<file path="src/rtl/lpht_pkg.sv">
// Package for the linear probing hash table: shared types, codes and widths.
// No dependencies; imported by every module of the block but lpht_ram.
`timescale 1ns / 1ps

package lpht_pkg;

  localparam int unsigned KEY_W     = 31;
  localparam int unsigned DIV_W     = KEY_W + 1;   // dividend, padded to even width
  localparam int unsigned SIZE_W    = 5;
  localparam int unsigned SLOT_W    = 5;           // slots stay below 31
  localparam int unsigned STATUS_W  = 3;
  localparam int unsigned POS_W     = 4;
  localparam int unsigned ACTION_W  = 2;
  localparam int unsigned CFG_IDX_W = 1;
  localparam int unsigned CFG_W     = 5;
  localparam int unsigned MOD_STEPS = DIV_W / 2;   // two quotient bits per cycle
  localparam int unsigned MOD_CNT_W = $clog2(MOD_STEPS);

  localparam logic [SIZE_W-1:0] TABLE_SIZE_RST = SIZE_W'(16);

  typedef enum logic [CFG_IDX_W-1:0] {
    REG_TABLE_SIZE   = 1'b0,
    REG_REPLACE_MODE = 1'b1
  } lpht_reg_e;

  typedef enum logic [ACTION_W-1:0] {
    ACT_INSERT = 2'd0,
    ACT_SEARCH = 2'd1,
    ACT_CLEAR  = 2'd2,
    ACT_NONE   = 2'd3
  } lpht_action_e;

  typedef enum logic [STATUS_W-1:0] {
    ST_INSERTED  = 3'd0,
    ST_FULL      = 3'd1,
    ST_FOUND     = 3'd2,
    ST_NOT_FOUND = 3'd3,
    ST_CLEARED   = 3'd4
  } lpht_status_e;

  typedef enum logic [1:0] {
    SLOT_ZERO,
    SLOT_PTR,
    SLOT_HOME,
    SLOT_EMPTY
  } lpht_slot_sel_e;

  typedef enum logic [3:0] {
    S_IDLE,
    S_DECODE,
    S_MOD_KEY,
    S_SCAN,
    S_RKEY,
    S_RLOAD,
    S_RMOD,
    S_WMOVE,
    S_SRD,
    S_SCMP,
    S_DONE
  } lpht_state_e;

  // Controller -> datapath
  typedef struct packed {
    logic           accept;
    logic           mod_load_key;
    logic           mod_load_ram;
    logic           mod_step;
    logic           set_home;
    logic           probe_step;
    logic           latch_empty;
    logic           ram_rd;
    lpht_slot_sel_e rd_sel;
    logic           ram_wr;
    lpht_slot_sel_e wr_sel;
    logic           wr_moved;
    logic           clear_used;
    logic           res_load;
    lpht_status_e   res_status;
    lpht_slot_sel_e res_pos_sel;
    logic           out_push;
  } lpht_cmd_t;

  // Datapath -> controller
  typedef struct packed {
    lpht_action_e action;
    logic         replace;
    logic         mod_last;
    logic         used_ptr;
    logic         probe_first;
    logic         probe_last;
    logic         key_match;
    logic         own_home;
    logic         out_free;
  } lpht_stat_t;

endpackage

</file>
<file path="src/rtl/linear_probe_hash_table_core.sv">
// Top level of the open-addressed, linearly probed hash table.
// Depends on lpht_pkg, lpht_ctrl, lpht_datapath (and lpht_ram below it).
//
// Usage
//   Input channel (in_valid_i / in_stall_o, action_i, key_i): one request
//   per item: insert, search or clear. The block works on one request at a
//   time; in_stall_o is low only when no request is in flight.
//   Output channel (out_valid_o / out_stall_i, status_o, position_o): one
//   result per request, in order. The result sits in an output register,
//   so a new request is taken while an earlier result still waits.
//   Config port (cfg_we_i, cfg_idx_i, cfg_data_i): index 0 table size,
//   index 1 replacement mode; write only while the block is idle.
// Sequence (n = effective table size)
//   Home slot = key mod n from a remainder unit retiring two bits a cycle.
//   Insert probes on from the home slot; a replacement adds a read and a new
//   reduction of the key in the home slot, and a write when that key has to move.
//   Search: each probe is a key RAM read plus a compare. Clear and unused actions go from decode straight to done.
//   The next request is taken the cycle after the result moves to the
//   output register.
// Reset
//   Table empty, size 16, replacement off, no result pending. Keys in the
//   RAM are not cleared; empty slots are never read.
// Stall
//   A held result keeps the block in its final state until the output
//   register frees up; nothing is lost or repeated.
`timescale 1ns / 1ps

module linear_probe_hash_table_core
  import lpht_pkg::*;
#(
  parameter int unsigned TABLE_DEPTH = 16
) (
  input  logic                 clk_i,
  input  logic                 rst_ni,
  // config write port
  input  logic                 cfg_we_i,
  input  logic [CFG_IDX_W-1:0] cfg_idx_i,
  input  logic [CFG_W-1:0]     cfg_data_i,
  // request channel
  input  logic                 in_valid_i,
  output logic                 in_stall_o,
  input  logic [ACTION_W-1:0]  action_i,
  input  logic [KEY_W-1:0]     key_i,
  // result channel
  output logic                 out_valid_o,
  input  logic                 out_stall_i,
  output logic [STATUS_W-1:0]  status_o,
  output logic [POS_W-1:0]     position_o
);

  lpht_cmd_t  cmd;
  lpht_stat_t stat;

  // Sequencer: one request at a time
  lpht_ctrl u_ctrl (
    .clk_i      (clk_i),
    .rst_ni     (rst_ni),
    .in_valid_i (in_valid_i),
    .in_stall_o (in_stall_o),
    .stat_i     (stat),
    .cmd_o      (cmd)
  );

  // Storage, remainder unit and output register
  lpht_datapath #(
    .TABLE_DEPTH (TABLE_DEPTH)
  ) u_dp (
    .clk_i       (clk_i),
    .rst_ni      (rst_ni),
    .cfg_we_i    (cfg_we_i),
    .cfg_idx_i   (cfg_idx_i),
    .cfg_data_i  (cfg_data_i),
    .action_i    (action_i),
    .key_i       (key_i),
    .out_valid_o (out_valid_o),
    .out_stall_i (out_stall_i),
    .status_o    (status_o),
    .position_o  (position_o),
    .cmd_i       (cmd),
    .stat_o      (stat)
  );

  // A taken request closes the input until its result is handed off
  a_busy_after_accept: assert property (@(posedge clk_i) disable iff (!rst_ni)
    (in_valid_i && !in_stall_o) |=> in_stall_o)
    else $error("request accepted while another is in flight");

  // Never overwrite a result the receiver has not taken
  a_no_overwrite: assert property (@(posedge clk_i) disable iff (!rst_ni)
    cmd.out_push |-> (!out_valid_o || !out_stall_i))
    else $error("result register overwritten while stalled");

  // Results with no slot report position zero
  a_pos_zero: assert property (@(posedge clk_i) disable iff (!rst_ni)
    (out_valid_o && (status_o == ST_FULL || status_o == ST_NOT_FOUND ||
                     status_o == ST_CLEARED)) |-> (position_o == '0))
    else $error("nonzero position on a result without a slot");

  // Push only happens from the final state, which holds the input closed
  a_push_stalled: assert property (@(posedge clk_i) disable iff (!rst_ni)
    cmd.out_push |-> in_stall_o)
    else $error("result pushed while the input was open");

endmodule

</file>
<file path="src/rtl/lpht_ram.sv">
// Generic single-write, single-read RAM with registered read data.
// No dependencies.
`timescale 1ns / 1ps

module lpht_ram #(
  parameter int unsigned WIDTH = 31,
  parameter int unsigned DEPTH = 16,
  localparam int unsigned AW   = (DEPTH > 1) ? $clog2(DEPTH) : 1
) (
  input  logic             clk_i,
  input  logic             we_i,
  input  logic [AW-1:0]    waddr_i,
  input  logic [WIDTH-1:0] wdata_i,
  input  logic             re_i,
  input  logic [AW-1:0]    raddr_i,
  output logic [WIDTH-1:0] rdata_o
);

  logic [WIDTH-1:0] mem_q [DEPTH];
  logic [WIDTH-1:0] rdata_q;

  always_ff @(posedge clk_i) begin
    if (we_i) begin
      mem_q[waddr_i] <= wdata_i;
    end
    if (re_i) begin
      rdata_q <= mem_q[raddr_i];
    end
  end

  assign rdata_o = rdata_q;

endmodule

</file>
<file path="src/rtl/lpht_ctrl.sv">
// Controller state machine for the hash table: sequences modulo, probing,
// key store accesses and result hand-off. Depends on lpht_pkg.
`timescale 1ns / 1ps

module lpht_ctrl
  import lpht_pkg::*;
(
  input  logic       clk_i,
  input  logic       rst_ni,
  input  logic       in_valid_i,
  output logic       in_stall_o,
  input  lpht_stat_t stat_i,
  output lpht_cmd_t  cmd_o
);

  lpht_state_e state_q, state_d;

  always_ff @(posedge clk_i or negedge rst_ni) begin
    if (!rst_ni) begin
      state_q <= S_IDLE;
    end else begin
      state_q <= state_d;
    end
  end

  // Next state
  always_comb begin
    state_d = state_q;
    unique case (state_q)
      S_IDLE: begin
        if (in_valid_i) state_d = S_DECODE;
      end
      S_DECODE: begin
        unique case (stat_i.action)
          ACT_INSERT, ACT_SEARCH: state_d = S_MOD_KEY;
          ACT_CLEAR, ACT_NONE:    state_d = S_DONE;
          default:                state_d = S_DONE;
        endcase
      end
      S_MOD_KEY: begin
        if (stat_i.mod_last) begin
          state_d = (stat_i.action == ACT_INSERT) ? S_SCAN : S_SRD;
        end
      end
      S_SCAN: begin
        priority if (!stat_i.used_ptr) begin
          state_d = (!stat_i.replace || stat_i.probe_first) ? S_DONE : S_RKEY;
        end else if (stat_i.probe_last) begin
          state_d = S_DONE;
        end
      end
      S_RKEY:  state_d = S_RLOAD;
      S_RLOAD: state_d = S_RMOD;
      S_RMOD: begin
        if (stat_i.mod_last) state_d = stat_i.own_home ? S_DONE : S_WMOVE;
      end
      S_WMOVE: state_d = S_DONE;
      S_SRD:   state_d = stat_i.used_ptr ? S_SCMP : S_DONE;
      S_SCMP: begin
        state_d = (stat_i.key_match || stat_i.probe_last) ? S_DONE : S_SRD;
      end
      S_DONE: begin
        if (stat_i.out_free) state_d = S_IDLE;
      end
      default: state_d = S_IDLE;
    endcase
  end

  // Outputs
  always_comb begin
    cmd_o = '0;
    unique case (state_q)
      S_IDLE: cmd_o.accept = in_valid_i;
      S_DECODE: begin
        unique case (stat_i.action)
          ACT_INSERT, ACT_SEARCH: cmd_o.mod_load_key = 1'b1;
          ACT_CLEAR: begin
            cmd_o.clear_used  = 1'b1;
            cmd_o.res_load    = 1'b1;
            cmd_o.res_status  = ST_CLEARED;
            cmd_o.res_pos_sel = SLOT_ZERO;
          end
          default: begin
            cmd_o.res_load    = 1'b1;
            cmd_o.res_status  = ST_NOT_FOUND;
            cmd_o.res_pos_sel = SLOT_ZERO;
          end
        endcase
      end
      S_MOD_KEY: begin
        cmd_o.mod_step = 1'b1;
        cmd_o.set_home = stat_i.mod_last;
      end
      S_SCAN: begin
        priority if (!stat_i.used_ptr) begin
          if (!stat_i.replace || stat_i.probe_first) begin
            cmd_o.ram_wr      = 1'b1;
            cmd_o.wr_sel      = SLOT_PTR;
            cmd_o.res_load    = 1'b1;
            cmd_o.res_status  = ST_INSERTED;
            cmd_o.res_pos_sel = SLOT_PTR;
          end else begin
            cmd_o.latch_empty = 1'b1;
          end
        end else if (stat_i.probe_last) begin
          cmd_o.res_load    = 1'b1;
          cmd_o.res_status  = ST_FULL;
          cmd_o.res_pos_sel = SLOT_ZERO;
        end else begin
          cmd_o.probe_step = 1'b1;
        end
      end
      S_RKEY: begin
        cmd_o.ram_rd = 1'b1;
        cmd_o.rd_sel = SLOT_HOME;
      end
      S_RLOAD: cmd_o.mod_load_ram = 1'b1;
      S_RMOD: begin
        cmd_o.mod_step = 1'b1;
        if (stat_i.mod_last) begin
          cmd_o.ram_wr     = 1'b1;
          cmd_o.res_load   = 1'b1;
          cmd_o.res_status = ST_INSERTED;
          if (stat_i.own_home) begin
            cmd_o.wr_sel      = SLOT_EMPTY;
            cmd_o.res_pos_sel = SLOT_EMPTY;
          end else begin
            cmd_o.wr_sel      = SLOT_HOME;
            cmd_o.res_pos_sel = SLOT_HOME;
          end
        end
      end
      S_WMOVE: begin
        cmd_o.ram_wr   = 1'b1;
        cmd_o.wr_sel   = SLOT_EMPTY;
        cmd_o.wr_moved = 1'b1;
      end
      S_SRD: begin
        if (stat_i.used_ptr) begin
          cmd_o.ram_rd = 1'b1;
          cmd_o.rd_sel = SLOT_PTR;
        end else begin
          cmd_o.res_load    = 1'b1;
          cmd_o.res_status  = ST_NOT_FOUND;
          cmd_o.res_pos_sel = SLOT_ZERO;
        end
      end
      S_SCMP: begin
        priority if (stat_i.key_match) begin
          cmd_o.res_load    = 1'b1;
          cmd_o.res_status  = ST_FOUND;
          cmd_o.res_pos_sel = SLOT_PTR;
        end else if (stat_i.probe_last) begin
          cmd_o.res_load    = 1'b1;
          cmd_o.res_status  = ST_NOT_FOUND;
          cmd_o.res_pos_sel = SLOT_ZERO;
        end else begin
          cmd_o.probe_step = 1'b1;
        end
      end
      S_DONE: cmd_o.out_push = stat_i.out_free;
      default: cmd_o = '0;
    endcase
  end

  assign in_stall_o = (state_q != S_IDLE);

endmodule

</file>
<file path="src/rtl/lpht_datapath.sv">
// Datapath of the hash table: config registers, remainder unit, probe
// pointer, occupancy bits, key store RAM and output register.
// Depends on lpht_pkg and lpht_ram.
`timescale 1ns / 1ps

module lpht_datapath
  import lpht_pkg::*;
#(
  parameter int unsigned TABLE_DEPTH = 16
) (
  input  logic                 clk_i,
  input  logic                 rst_ni,
  input  logic                 cfg_we_i,
  input  logic [CFG_IDX_W-1:0] cfg_idx_i,
  input  logic [CFG_W-1:0]     cfg_data_i,
  input  logic [ACTION_W-1:0]  action_i,
  input  logic [KEY_W-1:0]     key_i,
  output logic                 out_valid_o,
  input  logic                 out_stall_i,
  output logic [STATUS_W-1:0]  status_o,
  output logic [POS_W-1:0]     position_o,
  input  lpht_cmd_t            cmd_i,
  output lpht_stat_t           stat_o
);

  localparam int unsigned IDX_W  = $clog2(TABLE_DEPTH);
  localparam int unsigned N_CAP  = (TABLE_DEPTH > 31) ? 31 : TABLE_DEPTH;
  localparam int unsigned UIDX_W = $clog2(N_CAP);
  localparam logic [SIZE_W-1:0] N_CAP_V = SIZE_W'(N_CAP);

  // Configuration
  logic [SIZE_W-1:0] table_size_q;
  logic              replace_q;

  always_ff @(posedge clk_i or negedge rst_ni) begin
    if (!rst_ni) begin
      table_size_q <= TABLE_SIZE_RST;
      replace_q    <= 1'b0;
    end else if (cfg_we_i) begin
      unique case (lpht_reg_e'(cfg_idx_i))
        REG_TABLE_SIZE:   table_size_q <= cfg_data_i[SIZE_W-1:0];
        REG_REPLACE_MODE: replace_q    <= cfg_data_i[0];
        default:          replace_q    <= replace_q;
      endcase
    end
  end

  logic [SIZE_W-1:0] n_eff;
  assign n_eff = (table_size_q == '0)   ? SIZE_W'(1) :
                 (table_size_q > N_CAP_V) ? N_CAP_V : table_size_q;

  // Request payload
  lpht_action_e      action_q;
  logic [KEY_W-1:0]  key_q;

  always_ff @(posedge clk_i) begin
    if (cmd_i.accept) begin
      action_q <= lpht_action_e'(action_i);
      key_q    <= key_i;
    end
  end

  // Remainder unit: two restoring steps per cycle
  logic [DIV_W-1:0]     div_q;
  logic [SLOT_W-1:0]    rem_q, rem_nxt;
  logic [MOD_CNT_W-1:0] mod_cnt_q;
  logic [KEY_W-1:0]     moved_q;
  logic [KEY_W-1:0]     ram_rdata;
  logic [SLOT_W:0]      t1, t2, r1;

  always_comb begin
    t1      = {rem_q, div_q[DIV_W-1]};
    r1      = (t1 >= {1'b0, n_eff}) ? (t1 - {1'b0, n_eff}) : t1;
    t2      = {r1[SLOT_W-1:0], div_q[DIV_W-2]};
    rem_nxt = (t2 >= {1'b0, n_eff}) ? SLOT_W'(t2 - {1'b0, n_eff}) : t2[SLOT_W-1:0];
  end

  always_ff @(posedge clk_i) begin
    if (cmd_i.mod_load_key || cmd_i.mod_load_ram) begin
      div_q     <= cmd_i.mod_load_ram ? {1'b0, ram_rdata} : {1'b0, key_q};
      rem_q     <= '0;
      mod_cnt_q <= '0;
    end else if (cmd_i.mod_step) begin
      div_q     <= {div_q[DIV_W-3:0], 2'b00};
      rem_q     <= rem_nxt;
      mod_cnt_q <= mod_cnt_q + MOD_CNT_W'(1);
    end
    if (cmd_i.mod_load_ram) begin
      moved_q <= ram_rdata;
    end
  end

  // Probe pointer
  logic [SLOT_W-1:0] home_q, ptr_q, cnt_q, empty_q;
  logic [SLOT_W:0]   ptr_inc;

  assign ptr_inc = {1'b0, ptr_q} + (SLOT_W + 1)'(1);

  always_ff @(posedge clk_i) begin
    if (cmd_i.set_home) begin
      home_q <= rem_nxt;
      ptr_q  <= rem_nxt;
      cnt_q  <= '0;
    end else if (cmd_i.probe_step) begin
      ptr_q  <= (ptr_inc >= {1'b0, n_eff}) ? '0 : ptr_inc[SLOT_W-1:0];
      cnt_q  <= cnt_q + SLOT_W'(1);
    end
    if (cmd_i.latch_empty) begin
      empty_q <= ptr_q;
    end
  end

  function automatic logic [SLOT_W-1:0] pick_slot(
    input lpht_slot_sel_e   sel,
    input logic [SLOT_W-1:0] ptr,
    input logic [SLOT_W-1:0] home,
    input logic [SLOT_W-1:0] empty
  );
    logic [SLOT_W-1:0] s;
    unique case (sel)
      SLOT_PTR:   s = ptr;
      SLOT_HOME:  s = home;
      SLOT_EMPTY: s = empty;
      default:    s = '0;
    endcase
    return s;
  endfunction

  logic [SLOT_W-1:0] wr_slot, rd_slot, res_slot;
  assign wr_slot  = pick_slot(cmd_i.wr_sel, ptr_q, home_q, empty_q);
  assign rd_slot  = pick_slot(cmd_i.rd_sel, ptr_q, home_q, empty_q);
  assign res_slot = pick_slot(cmd_i.res_pos_sel, ptr_q, home_q, empty_q);

  // Occupancy bits
  logic [N_CAP-1:0] used_q, used_d;

  always_comb begin
    used_d = used_q;
    if (cmd_i.clear_used) used_d = '0;
    if (cmd_i.ram_wr) used_d[UIDX_W'(wr_slot)] = 1'b1;
  end

  always_ff @(posedge clk_i or negedge rst_ni) begin
    if (!rst_ni) begin
      used_q <= '0;
    end else begin
      used_q <= used_d;
    end
  end

  // Key store
  lpht_ram #(
    .WIDTH (KEY_W),
    .DEPTH (TABLE_DEPTH)
  ) u_key_ram (
    .clk_i   (clk_i),
    .we_i    (cmd_i.ram_wr),
    .waddr_i (IDX_W'(wr_slot)),
    .wdata_i (cmd_i.wr_moved ? moved_q : key_q),
    .re_i    (cmd_i.ram_rd),
    .raddr_i (IDX_W'(rd_slot)),
    .rdata_o (ram_rdata)
  );

  // Result and output register
  lpht_status_e     res_status_q;
  logic [POS_W-1:0] res_pos_q;
  logic             out_valid_q;
  logic [STATUS_W-1:0] status_q;
  logic [POS_W-1:0] pos_q;
  logic             out_free;

  assign out_free = !out_valid_q || !out_stall_i;

  always_ff @(posedge clk_i) begin
    if (cmd_i.res_load) begin
      res_status_q <= cmd_i.res_status;
      res_pos_q    <= res_slot[POS_W-1:0];
    end
    if (cmd_i.out_push) begin
      status_q <= res_status_q;
      pos_q    <= res_pos_q;
    end
  end

  always_ff @(posedge clk_i or negedge rst_ni) begin
    if (!rst_ni) begin
      out_valid_q <= 1'b0;
    end else if (cmd_i.out_push) begin
      out_valid_q <= 1'b1;
    end else if (!out_stall_i) begin
      out_valid_q <= 1'b0;
    end
  end

  assign out_valid_o = out_valid_q;
  assign status_o    = status_q;
  assign position_o  = pos_q;

  // Status to controller
  always_comb begin
    stat_o             = '0;
    stat_o.action      = action_q;
    stat_o.replace     = replace_q;
    stat_o.mod_last    = (mod_cnt_q == MOD_CNT_W'(MOD_STEPS - 1));
    stat_o.used_ptr    = used_q[UIDX_W'(ptr_q)];
    stat_o.probe_first = (cnt_q == '0);
    stat_o.probe_last  = (cnt_q == n_eff - SLOT_W'(1));
    stat_o.key_match   = (ram_rdata == key_q);
    stat_o.own_home    = (rem_nxt == home_q);
    stat_o.out_free    = out_free;
  end

endmodule
</file>
<file path="config.mk">
export PLATFORM = sky130hd
export DESIGN_NAME = linear_probe_hash_table_core
export DESIGN_NICKNAME = d
export VERILOG_FILES = /design/src/rtl/lpht_pkg.sv /design/src/rtl/linear_probe_hash_table_core.sv /design/src/rtl/lpht_ram.sv /design/src/rtl/lpht_ctrl.sv /design/src/rtl/lpht_datapath.sv
export SDC_FILE = /design/constraint.sdc
export NUM_CORES = 1
export LEC_CHECK = 0
export ABC_CLOCK_PERIOD_IN_PS = 7000
export BUFFER_PORTS_ARGS = -buffer_cell sky130_fd_sc_hd__buf_4
export CORE_ASPECT_RATIO = 0.9
export CORE_MARGIN = 1
export CORE_UTILIZATION = 50
export DETAILED_ROUTE_END_ITERATION = 10
export GPL_TIMING_DRIVEN = 0
export PLACE_DENSITY_LB_ADDON = 0.05
export SETUP_SLACK_MARGIN = 0.4
export SKIP_LAST_GASP = 1
export SLEW_MARGIN = 0
export SYNTH_ARGS = -nofsm -noshare
export SYNTH_HDL_FRONTEND = slang
export SYNTH_SLANG_ARGS = --single-unit
</file>
<file path="constraint.sdc">
create_clock -name clk_i -period 7 [get_ports clk_i]
set_input_delay 0.35 -clock clk_i [delete_from_list [all_inputs] [get_ports clk_i]]
set_output_delay 0.35 -clock clk_i [all_outputs]
set_load 0.01 [all_outputs]
</file>
# ---- Word-level counts from Yosys, hierarchy flattened
# Memory sizes are Yosys's and may differ from the RTL's. A register that Yosys moved wholly into a read port is not among the register bits.
# Index checks and enable logic that the tools add are counted.
dict set report classes {
  n_mux 70
  addsub 6
  n_bitwise 2
  n_eq_ne 32
  n_reduce_logical 21
  order_cmp 7
}
# operator count
set ops {}
lappend ops {{two-way mux 32 bit} 2}
lappend ops {{two-way mux 31 bit} 2}
lappend ops {{one-hot mux 4 bit (11 select lines)} 1}
lappend ops {{two-way mux 6 bit} 7}
lappend ops {{two-way mux 4 bit} 9}
lappend ops {{one-hot mux 4 bit (3 select lines)} 3}
lappend ops {{two-way mux 5 bit} 7}
lappend ops {{two-way mux 16 bit} 2}
lappend ops {{== test 31 bit} 1}
lappend ops {{one-hot mux 6 bit (5 select lines)} 1}
lappend ops {{two-way mux 1 bit} 23}
lappend ops {{greater-or-equal comparator 6 x 5 -> 1 bit} 3}
lappend ops {{== test 2 bit (second input constant)} 8}
lappend ops {{== test 4 x 3 -> 1 bit (second input constant)} 4}
lappend ops {{== test 4 bit (second input constant)} 4}
lappend ops {{bitwise OR 16 bit} 1}
lappend ops {{two-way mux 3 bit} 4}
lappend ops {{one-hot mux 6 bit (2 select lines)} 1}
lappend ops {{== test 5 bit} 2}
lappend ops {{logical NOT 5 bit} 2}
lappend ops {{< comparator 4 x 5 -> 1 bit (second input constant)} 2}
lappend ops {{subtractor 5 bit} 2}
lappend ops {{one-hot mux 3 bit (3 select lines)} 1}
lappend ops {{== test 2 x 1 -> 1 bit (second input constant)} 4}
lappend ops {{other kinds (28)} 42}
dict set report totals {
  ramBits 496
  inputBits 44
  elab_cells 158
  reg_bits 165
  mem_count 1
  out_inout_bits 9
}
# memory depth word_bits rd rd_ports_with_merged_regs write_ports line_no
set memory_table {}
lappend memory_table {u_dp.u_key_ram.mem_q 16 31 1 1 1 lpht_ram.sv:19} ;# logic [WIDTH-1:0] mem_q [DEPTH];

# ---- Depth between registers and ports, before layout
# Gate-level depths: netlist of run 1.
dict set report logic_depth {
  ltp_word 19
  mapped_depth 26
}

# ---- Modules after synthesis
# From an unflattened synthesis of run 1, not the netlist that was laid out.
dict set report hier_totals {
  cells_unflattened 1519
  hier_area_um2 28135.7
}
# mod area_per_inst_um2 cells_per_inst instances
set by_module_without_submodules {}
lappend by_module_without_submodules {lpht_ram 19558.8 812 1}
lappend by_module_without_submodules {lpht_datapath 7887.6 608 1}
lappend by_module_without_submodules {lpht_ctrl 689.4 99 1}

# ---- Worst setup path before layout of run 1
# Ideal clock, no wire load.
dict set report synth_timing {
  path_kind {register to register}
  from {reg u_dp.table_size_q[3]}
  to {mem u_dp.u_key_ram.mem_q[0][0], enable pin}
  setup_ns 0.419
  t_arrival_ns 6.115
  slack_ns 0.466
  period_less_slack_ns 6.534
  required_time_ns 6.581
  n_path_buf 0
  stages_incl_launch_ff 24
  cell_sequence {dfrtp_1 -> nor3_1 -> o21ai_0 -> inv_1 -> ha_1 -> inv_1 -> fa_1 -> a21oi_1 -> nor2_1 -> nor2_2 -> mux2i_1 -> clkinv_1 -> ha_1 -> nor2b_1 -> o21ai_0 -> a31oi_1 -> nor3_4 -> mux2i_2 -> o221a_1 -> and4_4 -> a21oi_2 -> a221oi_2 -> nand3_1 -> nor2_1}
}
dict set report synth_via {
  elab_chain_cells 13
  elab_cells_between_ends 18
  classes_between {add/sub (2); order compare (3); eq/ne (4); mux (8); reduce/logical (1)}
}
# item line_no
set synth_rtl {}
lappend synth_rtl {{from (decl)} lpht_datapath.sv:32} ;# logic [SIZE_W-1:0] table_size_q;
lappend synth_rtl {{from (signal assigned)} lpht_datapath.sv:41} ;# REG_TABLE_SIZE: table_size_q <= cfg_data_i[SIZE_W-1:0];
lappend synth_rtl {{> comparator 5 bit} lpht_datapath.sv:50} ;# (table_size_q > N_CAP_V) ? N_CAP_V : table_size_q;
lappend synth_rtl {{two-way mux 5 bit} lpht_datapath.sv:50}
lappend synth_rtl {{two-way mux 5 bit (*)} lpht_datapath.sv:49} ;# assign n_eff = (table_size_q == '0) ? SIZE_W'(1) :
lappend synth_rtl {{subtractor 5 bit / greater-or-equal comparator 6 x 5 -> 1 bit (equally long branches)} lpht_datapath.sv:73} ;# r1 = (t1 >= {1'b0, n_eff}) ? (t1 - {1'b0, n_eff}) : t1;
lappend synth_rtl {{two-way mux 5 bit} lpht_datapath.sv:73}
lappend synth_rtl {{subtractor 5 bit / greater-or-equal comparator 6 x 5 -> 1 bit (equally long branches)} lpht_datapath.sv:75} ;# rem_nxt = (t2 >= {1'b0, n_eff}) ? SLOT_W'(t2 - {1'b0, n_eff}) : t2[SLOT_W-1:0];
lappend synth_rtl {{two-way mux 5 bit (*)} lpht_datapath.sv:75}
lappend synth_rtl {{== test 5 bit (*)} lpht_datapath.sv:210} ;# stat_o.own_home = (rem_nxt == home_q);
lappend synth_rtl {{two-way mux 1 bit (*)} lpht_ctrl.sv:124} ;# if (stat_i.own_home) begin
lappend synth_rtl {{two-way mux 3 bit (*)} lpht_ctrl.sv:120} ;# if (stat_i.mod_last) begin
lappend synth_rtl {{one-hot mux 3 bit (3 select lines) (*)} lpht_ctrl.sv:72} ;# unique case (state_q)
lappend synth_rtl {{== test 2 bit / == test 2 x 1 -> 1 bit (equally long branches)} lpht_datapath.sv:120} ;# unique case (sel)
lappend synth_rtl {{one-hot mux 4 bit (3 select lines) (*)} lpht_datapath.sv:120}
lappend synth_rtl {{to (decl)} lpht_ram.sv:19}
# Mark *: on every way between the ends. The rest lies on a longest branch, timed or not.

# ---- Worst setup path in the final report of run 1
dict set report layout_timing {
  from {reg u_dp.table_size_q[3]}
  to {mem u_dp.u_key_ram.mem_q[12][7], enable pin}
}
dict set report layout_via {
  elab_chain_cells 13
  elab_cells_between_ends 18
  classes_between {add/sub (2); order compare (3); eq/ne (4); mux (8); reduce/logical (1)}
}
# item line_no
set layout_rtl {}
lappend layout_rtl {{> comparator 5 bit} lpht_datapath.sv:50}
lappend layout_rtl {{two-way mux 5 bit} lpht_datapath.sv:50}
lappend layout_rtl {{two-way mux 5 bit (*)} lpht_datapath.sv:49}
lappend layout_rtl {{subtractor 5 bit / greater-or-equal comparator 6 x 5 -> 1 bit (equally long branches)} lpht_datapath.sv:73}
lappend layout_rtl {{two-way mux 5 bit} lpht_datapath.sv:73}
lappend layout_rtl {{subtractor 5 bit / greater-or-equal comparator 6 x 5 -> 1 bit (equally long branches)} lpht_datapath.sv:75}
lappend layout_rtl {{two-way mux 5 bit (*)} lpht_datapath.sv:75}
lappend layout_rtl {{named net u_dp.rem_nxt[2]} lpht_datapath.sv:65} ;# logic [SLOT_W-1:0] rem_q, rem_nxt;
lappend layout_rtl {{== test 5 bit (*)} lpht_datapath.sv:210}
lappend layout_rtl {{two-way mux 1 bit (*)} lpht_ctrl.sv:124}
lappend layout_rtl {{two-way mux 3 bit (*)} lpht_ctrl.sv:120}
lappend layout_rtl {{one-hot mux 3 bit (3 select lines) (*)} lpht_ctrl.sv:72}
lappend layout_rtl {{== test 2 bit / == test 2 x 1 -> 1 bit (equally long branches)} lpht_datapath.sv:120}
lappend layout_rtl {{one-hot mux 4 bit (3 select lines) (*)} lpht_datapath.sv:120}
# The timed path passes the listed nets; every way through them passes the cells marked *.

==> results of run 1 <==
path summary, 6_finish.rpt:
kind	end	slack, ns	cells after the start
worst max register to register	u_dp.u_key_ram.mem_q[12][7]	0.75	28
min in group asynchronous	u_dp.table_size_q[2]	0.22	2
max in group asynchronous	u_dp.table_size_q[4]	6.45	2
worst max-delay path	u_dp.u_key_ram.mem_q[12][7]	0.75	28
worst min register to register	u_dp.position_o[1]	0.43	0
worst min-delay path	u_dp.replace_q	0.07	3
layer usage:
layer  routed length (um)  vias up
met5                    0        -
met4                 1750        0
met3                 6530      120
met2                34900      747
met1                36600     9353
li1                     -     8394
cells by family after synthesis:
family | after synthesis
flops | 692
simple gates | 594
compound gates | 484
buf+inv | 156
mux | 85
xor+xnor | 55
fa+ha+maj | 22
placed cells by master, fill, tap and decap left out, types with 7 or more instances in the layout:
master	instances
and2_0	49
buf_2	20
edfxtp_1	651
inv_1	23
a31oi_1	64
ha_1	20
clkbuf_1	114
dfrtp_1	26
clkinv_1	19
nor2_1	66
clkbuf_16	72
a21oi_1	108
buf_12	24
buf_1	7
o21ai_0	32
and3_1	8
nand4_1	12
and2_1	76
nand2b_1	9
clkinv_2	11
a211oi_1	157
xnor2_1	31
o21ai_1	12
dfxtp_1	14
nor2_4	15
nor3_1	9
xor2_1	24
a311oi_1	63
nand3_1	13
nand2_1	304
mux2i_1	39
nor2b_1	12
buf_16	11
mux2_2	38
dlygate4sd3_1	40
buf_4	64
flip-flops by register name, summed over array words and instances, names as in the netlist:
signal and cells:
u_ctrl.state_q 4, u_dp.action_q 2, u_dp.cnt_q 5, u_dp.div_q 32, u_dp.empty_q 4, u_dp.home_q 5
u_dp.key_q 31, u_dp.mod_cnt_q 4, u_dp.moved_q 31, u_dp.out_valid_o 1, u_dp.position_o 4, u_dp.ptr_q 5
u_dp.rem_q 5, u_dp.replace_q 1, u_dp.res_pos_q 4, u_dp.res_status_q 3, u_dp.status_o 3, u_dp.table_size_q 5
u_dp.u_key_ram.mem_q 496, u_dp.u_key_ram.rdata_o 31, u_dp.used_q 16
tightest hold or removal path, stage by stage:
cell and delay (ns):
buf_4 0.11, nand2_1 0.05, mux2_2 0.14
report_power, final:
part           internal, mW  switching (mW)
clock network          2.02            1.61
logic                 0.938            1.73
registers              5.16           0.178
Yosys cell counts (all sizes together) (31+ instances only):
master / n / area [um2]
mux2i: 42 / 424
o21ai: 45 / 225
and2: 125 / 782
edfxtp: 651 / 19500
xnor2: 31 / 272
a21oi: 110 / 554
mux2: 39 / 439
a311oi: 63 / 552
a31oi: 65 / 407
nand2: 306 / 1150
a211oi: 160 / 1220
clkbuf: 98 / 368
nor2: 83 / 314
repair_timing:
item	CTS	global route
endpoints found under the hold margin	67	0
setup endpoints to repair	496	498
hold buffers	40	0
pin swaps	17	9
resized for setup	7	18
setup buffers	20	6
area by class of cell:
| cell class | instances | area (um2) | area share |
|---|---|---|---|
| Sequential cell | 692 | 20500 | 0.603 |
| Buffer | 128 | 518 | 0.0152 |
| Clock inverter | 43 | 329 | 0.00967 |
| Multi-Input combinational cell | 1240 | 8070 | 0.237 |
| Antenna cell | 2 | 5.00 | 0.000147 |
| Tap cell | 765 | 957 | 0.0281 |
| Clock buffer | 89 | 1870 | 0.0548 |
| Inverter | 28 | 105 | 0.00309 |
| Timing Repair Buffer | 138 | 1670 | 0.0491 |
==> qor.yml, run 1 <==
place:
  dpl_cell_area_um2: 30900
  place_hpwl_um: 55700
  dp.cells: 2924
  gp_congestion: 0.889
  io_buffer_count: 52
  place_ws_ns: -0.142
synthesis:
  synth_compound_area_frac: 0.115
  ys_types: 70
  synthFlopType: "edfxtp_1"
  synthArstFlopShare: 0.0390
  synthSimpleGateAreaFrac: 0.0957
  yosysSeqAreaShare: 0.708
  yosysWarnings: 0
  netlist_instances: 2088
  synthMuxAreaShare: 0.0329
  synth_nets: 2154
  synth_edf_count: 651
  ys_seq_elements: 692
  synth_top_family_by_area: "compound AO/OA/AOI/OAI gates"
  syn_area_um2: 28900
  syn_area_per_cell_um2: 13.9
  synthAdderAreaFrac: 0.0100
  synth_xor_area_frac: 0.0166
sta:
  setup_viol: 0
  fin_skew_ns: 0.0271
  fin_ws_ns: 0.751
  max-slew-margin-rel: 0.342
  worst_slew_pin_slew_ns: 0.972
  hold_viol: 0
  period_minus_slack_ns: 6.25
  fin_setup_tns_ns: 0
  slew_violations: 0
  rsz0062_at_grt: "false"
  fin_crit_sh: 0.893
  max_freq_mhz: 160
  hold_ws_ns: 0.0737
routing:
  routed_wl_um: 79800
  drt_iter0_drc: 2046
  drt-wirelength-per-cell_um: 25.5
  ant_nets: 0
  via_per_inst: 5.96
  drc_errors: 0
  first_pass_iters: 5
  num_vias: 18600
clock_tree:
  clkLatencyLatePin_ns: 0.62
  cts_buffer_depth: 3
  path_clk_slew_ns: 0.06
  cts_tree: "yes"
  cts_root_buf: "clkbuf_16"
  htreeDepth: 3
  cts_sinks: 692
  numCtsBuffers: 72
setup_path:
  cp_data_arrival_time_ns: 6.57
  cpPeakStageDelay_ns: 0.44
  rr_startpoint: "u_dp.table_size_q[3]"
  slowest_stage: "fa_1"
  end_kind: "register"
  cp-start-kind: "register"
  path_class: "register to register"
  crit_family: "compound AO/OA/AOI/OAI gates"
  crit_required_ns: 7.32
  cp_max_fo: 15
  path_buf_inv: 8
  crit_start: "u_dp.table_size_q[3]"
final_layout:
  fin_util: 0.596
  fin_nets: 2366
  drive_above_1_share: 0.133
  fin_cells: 3125
  fill_cells: 4460
  design_area_um2: 34000
  syn_to_final_growth_pct: 17.6
global_route:
  track_usage: 0.275
  grt_pass1_vias: 18100
  grt-busiest-layer: "met1"
  grt_use_met3: 0.0526
  grt_use_met1: 0.415
  antenna_found_initial: 0
  grt_pass1_wl_um: 119000
  grtUsageMet2: 0.409
  grt_max_degree: 34
  globalRoute.totalOverflow: 0
power_and_ir_drop:
  p_per_area_nw_per_um2: 342
  power.total_mw: 11.6
  power_leakage_nw: 11.3
  ir_drop_uv: 320
flow_run:
  maxCapViolCount: 0
die:
  rows: 83
  initial_core_util: 0.507
  die-area_um2: 58900
  die_y_um: 230
  die_width_um: 256
  core_area_um2: 57100
  io-pin-count: 53
min_path:
  min_from: "cfg_we_i"
  hold_path.class: "input pin to register"
outcome:
  status: "finished clean"
No activity file was read; power rests on OpenSTA's default activity.
==> run 2, diff against run 1 <==
--- a/config.mk
+++ b/config.mk
@@ -12,10 +12,11 @@
 export CORE_UTILIZATION = 50
 export DETAILED_ROUTE_END_ITERATION = 10
 export GPL_TIMING_DRIVEN = 0
-export PLACE_DENSITY_LB_ADDON = 0.05
+export PLACE_DENSITY = 0.65
 export SETUP_SLACK_MARGIN = 0.4
 export SKIP_LAST_GASP = 1
 export SLEW_MARGIN = 0
 export SYNTH_ARGS = -nofsm -noshare
 export SYNTH_HDL_FRONTEND = slang
+export SYNTH_HIERARCHICAL = 1
 export SYNTH_SLANG_ARGS = --single-unit
==> run 2 against run 1 <==
Effect of this change: non-clock buffer count down 39; global-route usage down 3.6 points; combinational power up 3%; clock-buffer cell count down 8; via count down 18%; first-iteration DRC count down 26%; area after synthesis down 2.8%; final cell count down 18%; sequential power about the same.
==> qor.yml, run 2 <==
place:
  io_buffer_count: 52  # unchanged
  place_hpwl_um: 42700  # -23%
  gp_congestion: 0.836  # -6.0%
  dpl_cell_area_um2: 30100  # -2.4%
  place_ws_ns: -1.41  # -1.27 ns
setup_path:
  cp_data_arrival_time_ns: 6.61  # +0.04 ns
  cp-endpoint: "u_dp/u_key_ram/mem_q[0][5]"
  crit_start: "u_dp/table_size_q[1]"
  path_class: "register to register"
  r2r_setup_slack_ns: 0.71  # -0.04 ns
  end_kind: "register"
  rr_endpoint: "u_dp/u_key_ram/mem_q[0][5]"
  crit_required_ns: 7.31  # about the same
  rr_startpoint: "u_dp/table_size_q[1]"
  cp_max_fo: 13  # -2
  cp-start-kind: "register"
  r2r_cells: 27  # -3.6%
synthesis:
  yosysWarnings: 6  # +6
  synth_edf_count: 651  # unchanged
  synth_top_area_share: 0.695  # +0.0195
  synth_nets: 1585  # -26%
  ys_seq_elements: 692  # unchanged
  synth_most_common_cell: "edfxtp_1"
  synthArstFlopShare: 0.0390  # unchanged
  syn_area_per_cell_um2: 18.5  # +34%
  yosysSeqAreaShare: 0.729  # +0.0204
  synth_top_cell_by_area: "edfxtp_1"
  syn_area_um2: 28100  # -2.8%
  synthFlopType: "edfxtp_1"
  ys_types: 75  # +7.1%
  synth_common_cells: "edfxtp_1 (651), mux4_2 (129), nand2_1 (83)"
  netlist_instances: 1519  # -27%
  ys_top_cells_by_area: "edfxtp_1 (69%), mux4_2 (10%), dfrtp_1 (2.3%)"
final_layout:
  final_common_cell: "edfxtp_1"
  largest_reg_flops: 496  # unchanged
  top_regs: "u_dp/u_key_ram/mem_q x496, u_dp/div_q x32"
  drive_above_1_share: 0.266  # +0.133
  syn_to_final_growth_pct: 18.3
  diodes: 0  # -2
  fill_cells: 4051  # -9.2%
  max_flop_register: "u_dp/u_key_ram/mem_q"
  layout_common_cells: "edfxtp_1 (651), mux4_2 (129), buf_4 (81), nand2_1 (81), clkbuf_16 (73)"
  design_area_um2: 33300  # -2.2%
  fin_nets: 1809  # -24%
sta:
  period_minus_slack_ns: 6.29  # +0.0427 ns
  slew_violations: 0  # unchanged
  max_freq_mhz: 159  # -0.68%
  max-slew-margin-rel: 0.301  # -0.0409
  setup_viol: 0  # unchanged
  hold_viol: 0  # unchanged
  fin_ws_ns: 0.708  # -0.0427 ns
  worst_slew_pin_slew_ns: 1.05  # +0.0767 ns
  fin_crit_sh: 0.899  # +0.00610
  rsz0062_at_grt: "false"
  fin_skew_ns: 0.0205  # -0.00660 ns
die:
  core_area_um2: 55600  # -2.6%
  die-area_um2: 57200  # -2.8%
  die_y_um: 227  # -1.4%
  io-pin-count: 53  # unchanged
  rows: 82  # -1.2%
  die_width_um: 252  # -1.4%
  initial_core_util: 0.506  # -0.000850
power_and_ir_drop:
  power_leakage_nw: 10.8  # -4.3%
  clkPwrFrac: 0.316  # +0.004
  power.switching_mw: 3.39  # -3.7%
  seqPwrFrac: 0.451  # -0.007
  p_int_mw: 8.43  # +3.9%
  p_per_area_nw_per_um2: 355  # +3.8%
  p_comb_frac: 0.233  # +0.004
  p_sw_frac: 0.287  # -0.0158
  ir_drop_uv: 256  # -20%
clock_tree:
  htreeDepth: 3  # unchanged
  cts_tree: "yes"
  numCtsBuffers: 69  # -4.2%
  path_clk_slew_ns: 0.07  # about the same
  cts_buffer_depth: 3  # unchanged
  cts_sinks: 692  # unchanged
  clkLatencyLatePin_ns: 0.61  # about the same
  cts_root_buf: "clkbuf_16"
global_route:
  antenna_found_initial: 0  # unchanged
  globalRoute.totalOverflow: 0  # unchanged
  grt_max_degree: 33  # -2.9%
  grt_pass1_wl_um: 98100  # -17%
  track_usage: 0.238  # -0.0365
  grt_pass1_vias: 15200  # -16%
routing:
  drc_errors: 0  # unchanged
  drt_iter0_drc: 1506  # -26%
  num_vias: 15200  # -18%
  via_per_inst: 5.95  # about the same
  routed_wl_um: 66300  # -17%
  drt-wirelength-per-cell_um: 25.9  # +1.6%
  first_pass_iters: 5  # unchanged
  ant_nets: 0  # unchanged
outcome:
  status: "finished clean"
min_path:
  hold_path.class: "input pin to register"
flow_run:
  maxCapViolCount: 0  # unchanged
-- run 2: per-stage QoR --
step                       util  instances  hold WS (ns)  setup TNS, ns  power, mW
final                     0.599       2555        0.0796              0       11.8
after global routing      0.599       2555        0.0884              0       12.3
after CTS                 0.597       2548        0.0572              0       11.8
after detailed placement  0.541       2352         0.306        -543.13       7.98
after global placement    0.531       2327         0.294       -1154.09       7.88
after floorplan               -       1519        0.0544          -7.78       7.18
-- run 2: repair_timing --
item	in CTS	in global routing
hold buffers	40	0
resized for setup	18	12
buffers inserted	29	7
pin swaps	22	3
endpoints found under the setup margin	512	496
endpoints found under the hold margin	67	0
-- run 2: power by group through the flow --
stage          combinational (mW)  clock [mW]  sequential (mW)
6_report                     2.75        3.73             5.34
5_1_grt                      2.99        3.95             5.36
4_1_cts                      2.69        3.80             5.33
3_5_place_dp                 2.56           0             5.42
3_3_place_gp                 2.45           0             5.42
2_1_floorplan                1.84           0             5.33
-- run 2: worst max-delay path, cell delays in order (launching register included) --
cell,delay [ns]
dfrtp_1,0.41
nor3_1,0.19
o21ai_1,0.15
inv_2,0.13
ha_1,0.17
inv_1,0.05
fa_1,0.43
a21oi_2,0.16
nor2_1,0.10
nor2_2,0.16
mux2i_2,0.26
inv_1,0.07
ha_1,0.33
nor2b_1,0.15
o21ai_1,0.17
a31o_1,0.27
and3_4,0.26
mux2i_4,0.36
xor2_2,0.13
nor4_4,0.21
a21oi_1,0.15
o21ai_2,0.15
nor2b_2,0.12
a22o_4,0.32
or3b_4,0.45
nor3_4,0.25
buf_16,0.20
buf_16,0.16
-- run 2: worst min path at each step --
| stage | cells past startpoint | endpoint | startpoint | slack, ns |
|---|---|---|---|---|
| after global placement | 1 | u_dp/replace_q | rst_ni | 0.29 |
| final | 3 | u_dp/replace_q | cfg_we_i | 0.08 |
| after floorplan | 0 | u_ctrl/state_q[0] | rst_ni | 0.05 |
| after CTS | 3 | u_dp/replace_q | cfg_we_i | 0.06 |
| after global routing | 3 | u_dp/replace_q | cfg_we_i | 0.09 |
| after detailed placement | 1 | u_dp/replace_q | rst_ni | 0.31 |
-- run 2: final cells by class --
| cell class | instances | area (um2) | area share |
|---|---|---|---|
| multi-input combinational | 718 | 7380 | 0.222 |
| inverter | 35 | 138 | 0.00413 |
| buffer | 74 | 380 | 0.0114 |
| tap | 756 | 946 | 0.0284 |
| sequential | 692 | 20500 | 0.616 |
| clock inverter | 46 | 425 | 0.0128 |
| clock buffer | 81 | 1860 | 0.0558 |
| timing repair buffer | 153 | 1670 | 0.0502 |
-- run 2: routing by layer --
layer | wire (um) | GRT usage | vias to the layer above
li1 | - | - | 6555
met1 | 27800 | 0.330 | 7982
met2 | 31800 | 0.383 | 546
met3 | 4870 | 0.0509 | 128
met4 | 1760 | 0.0700 | 0
met5 | 0 | 0 | -
-- run 2: kinds of logic (layout without fill, tap and decap cells) --
family / count (synthesis) / after routing / synth area share
buf+inv: 109 / 389 / 0.0182
simple gates: 243 / 243 / 0.0431
flops: 692 / 692 / 0.729
compound gates: 177 / 177 / 0.0436
xor+xnor: 55 / 55 / 0.0171
fa+ha+maj: 22 / 22 / 0.0103
mux: 221 / 221 / 0.139
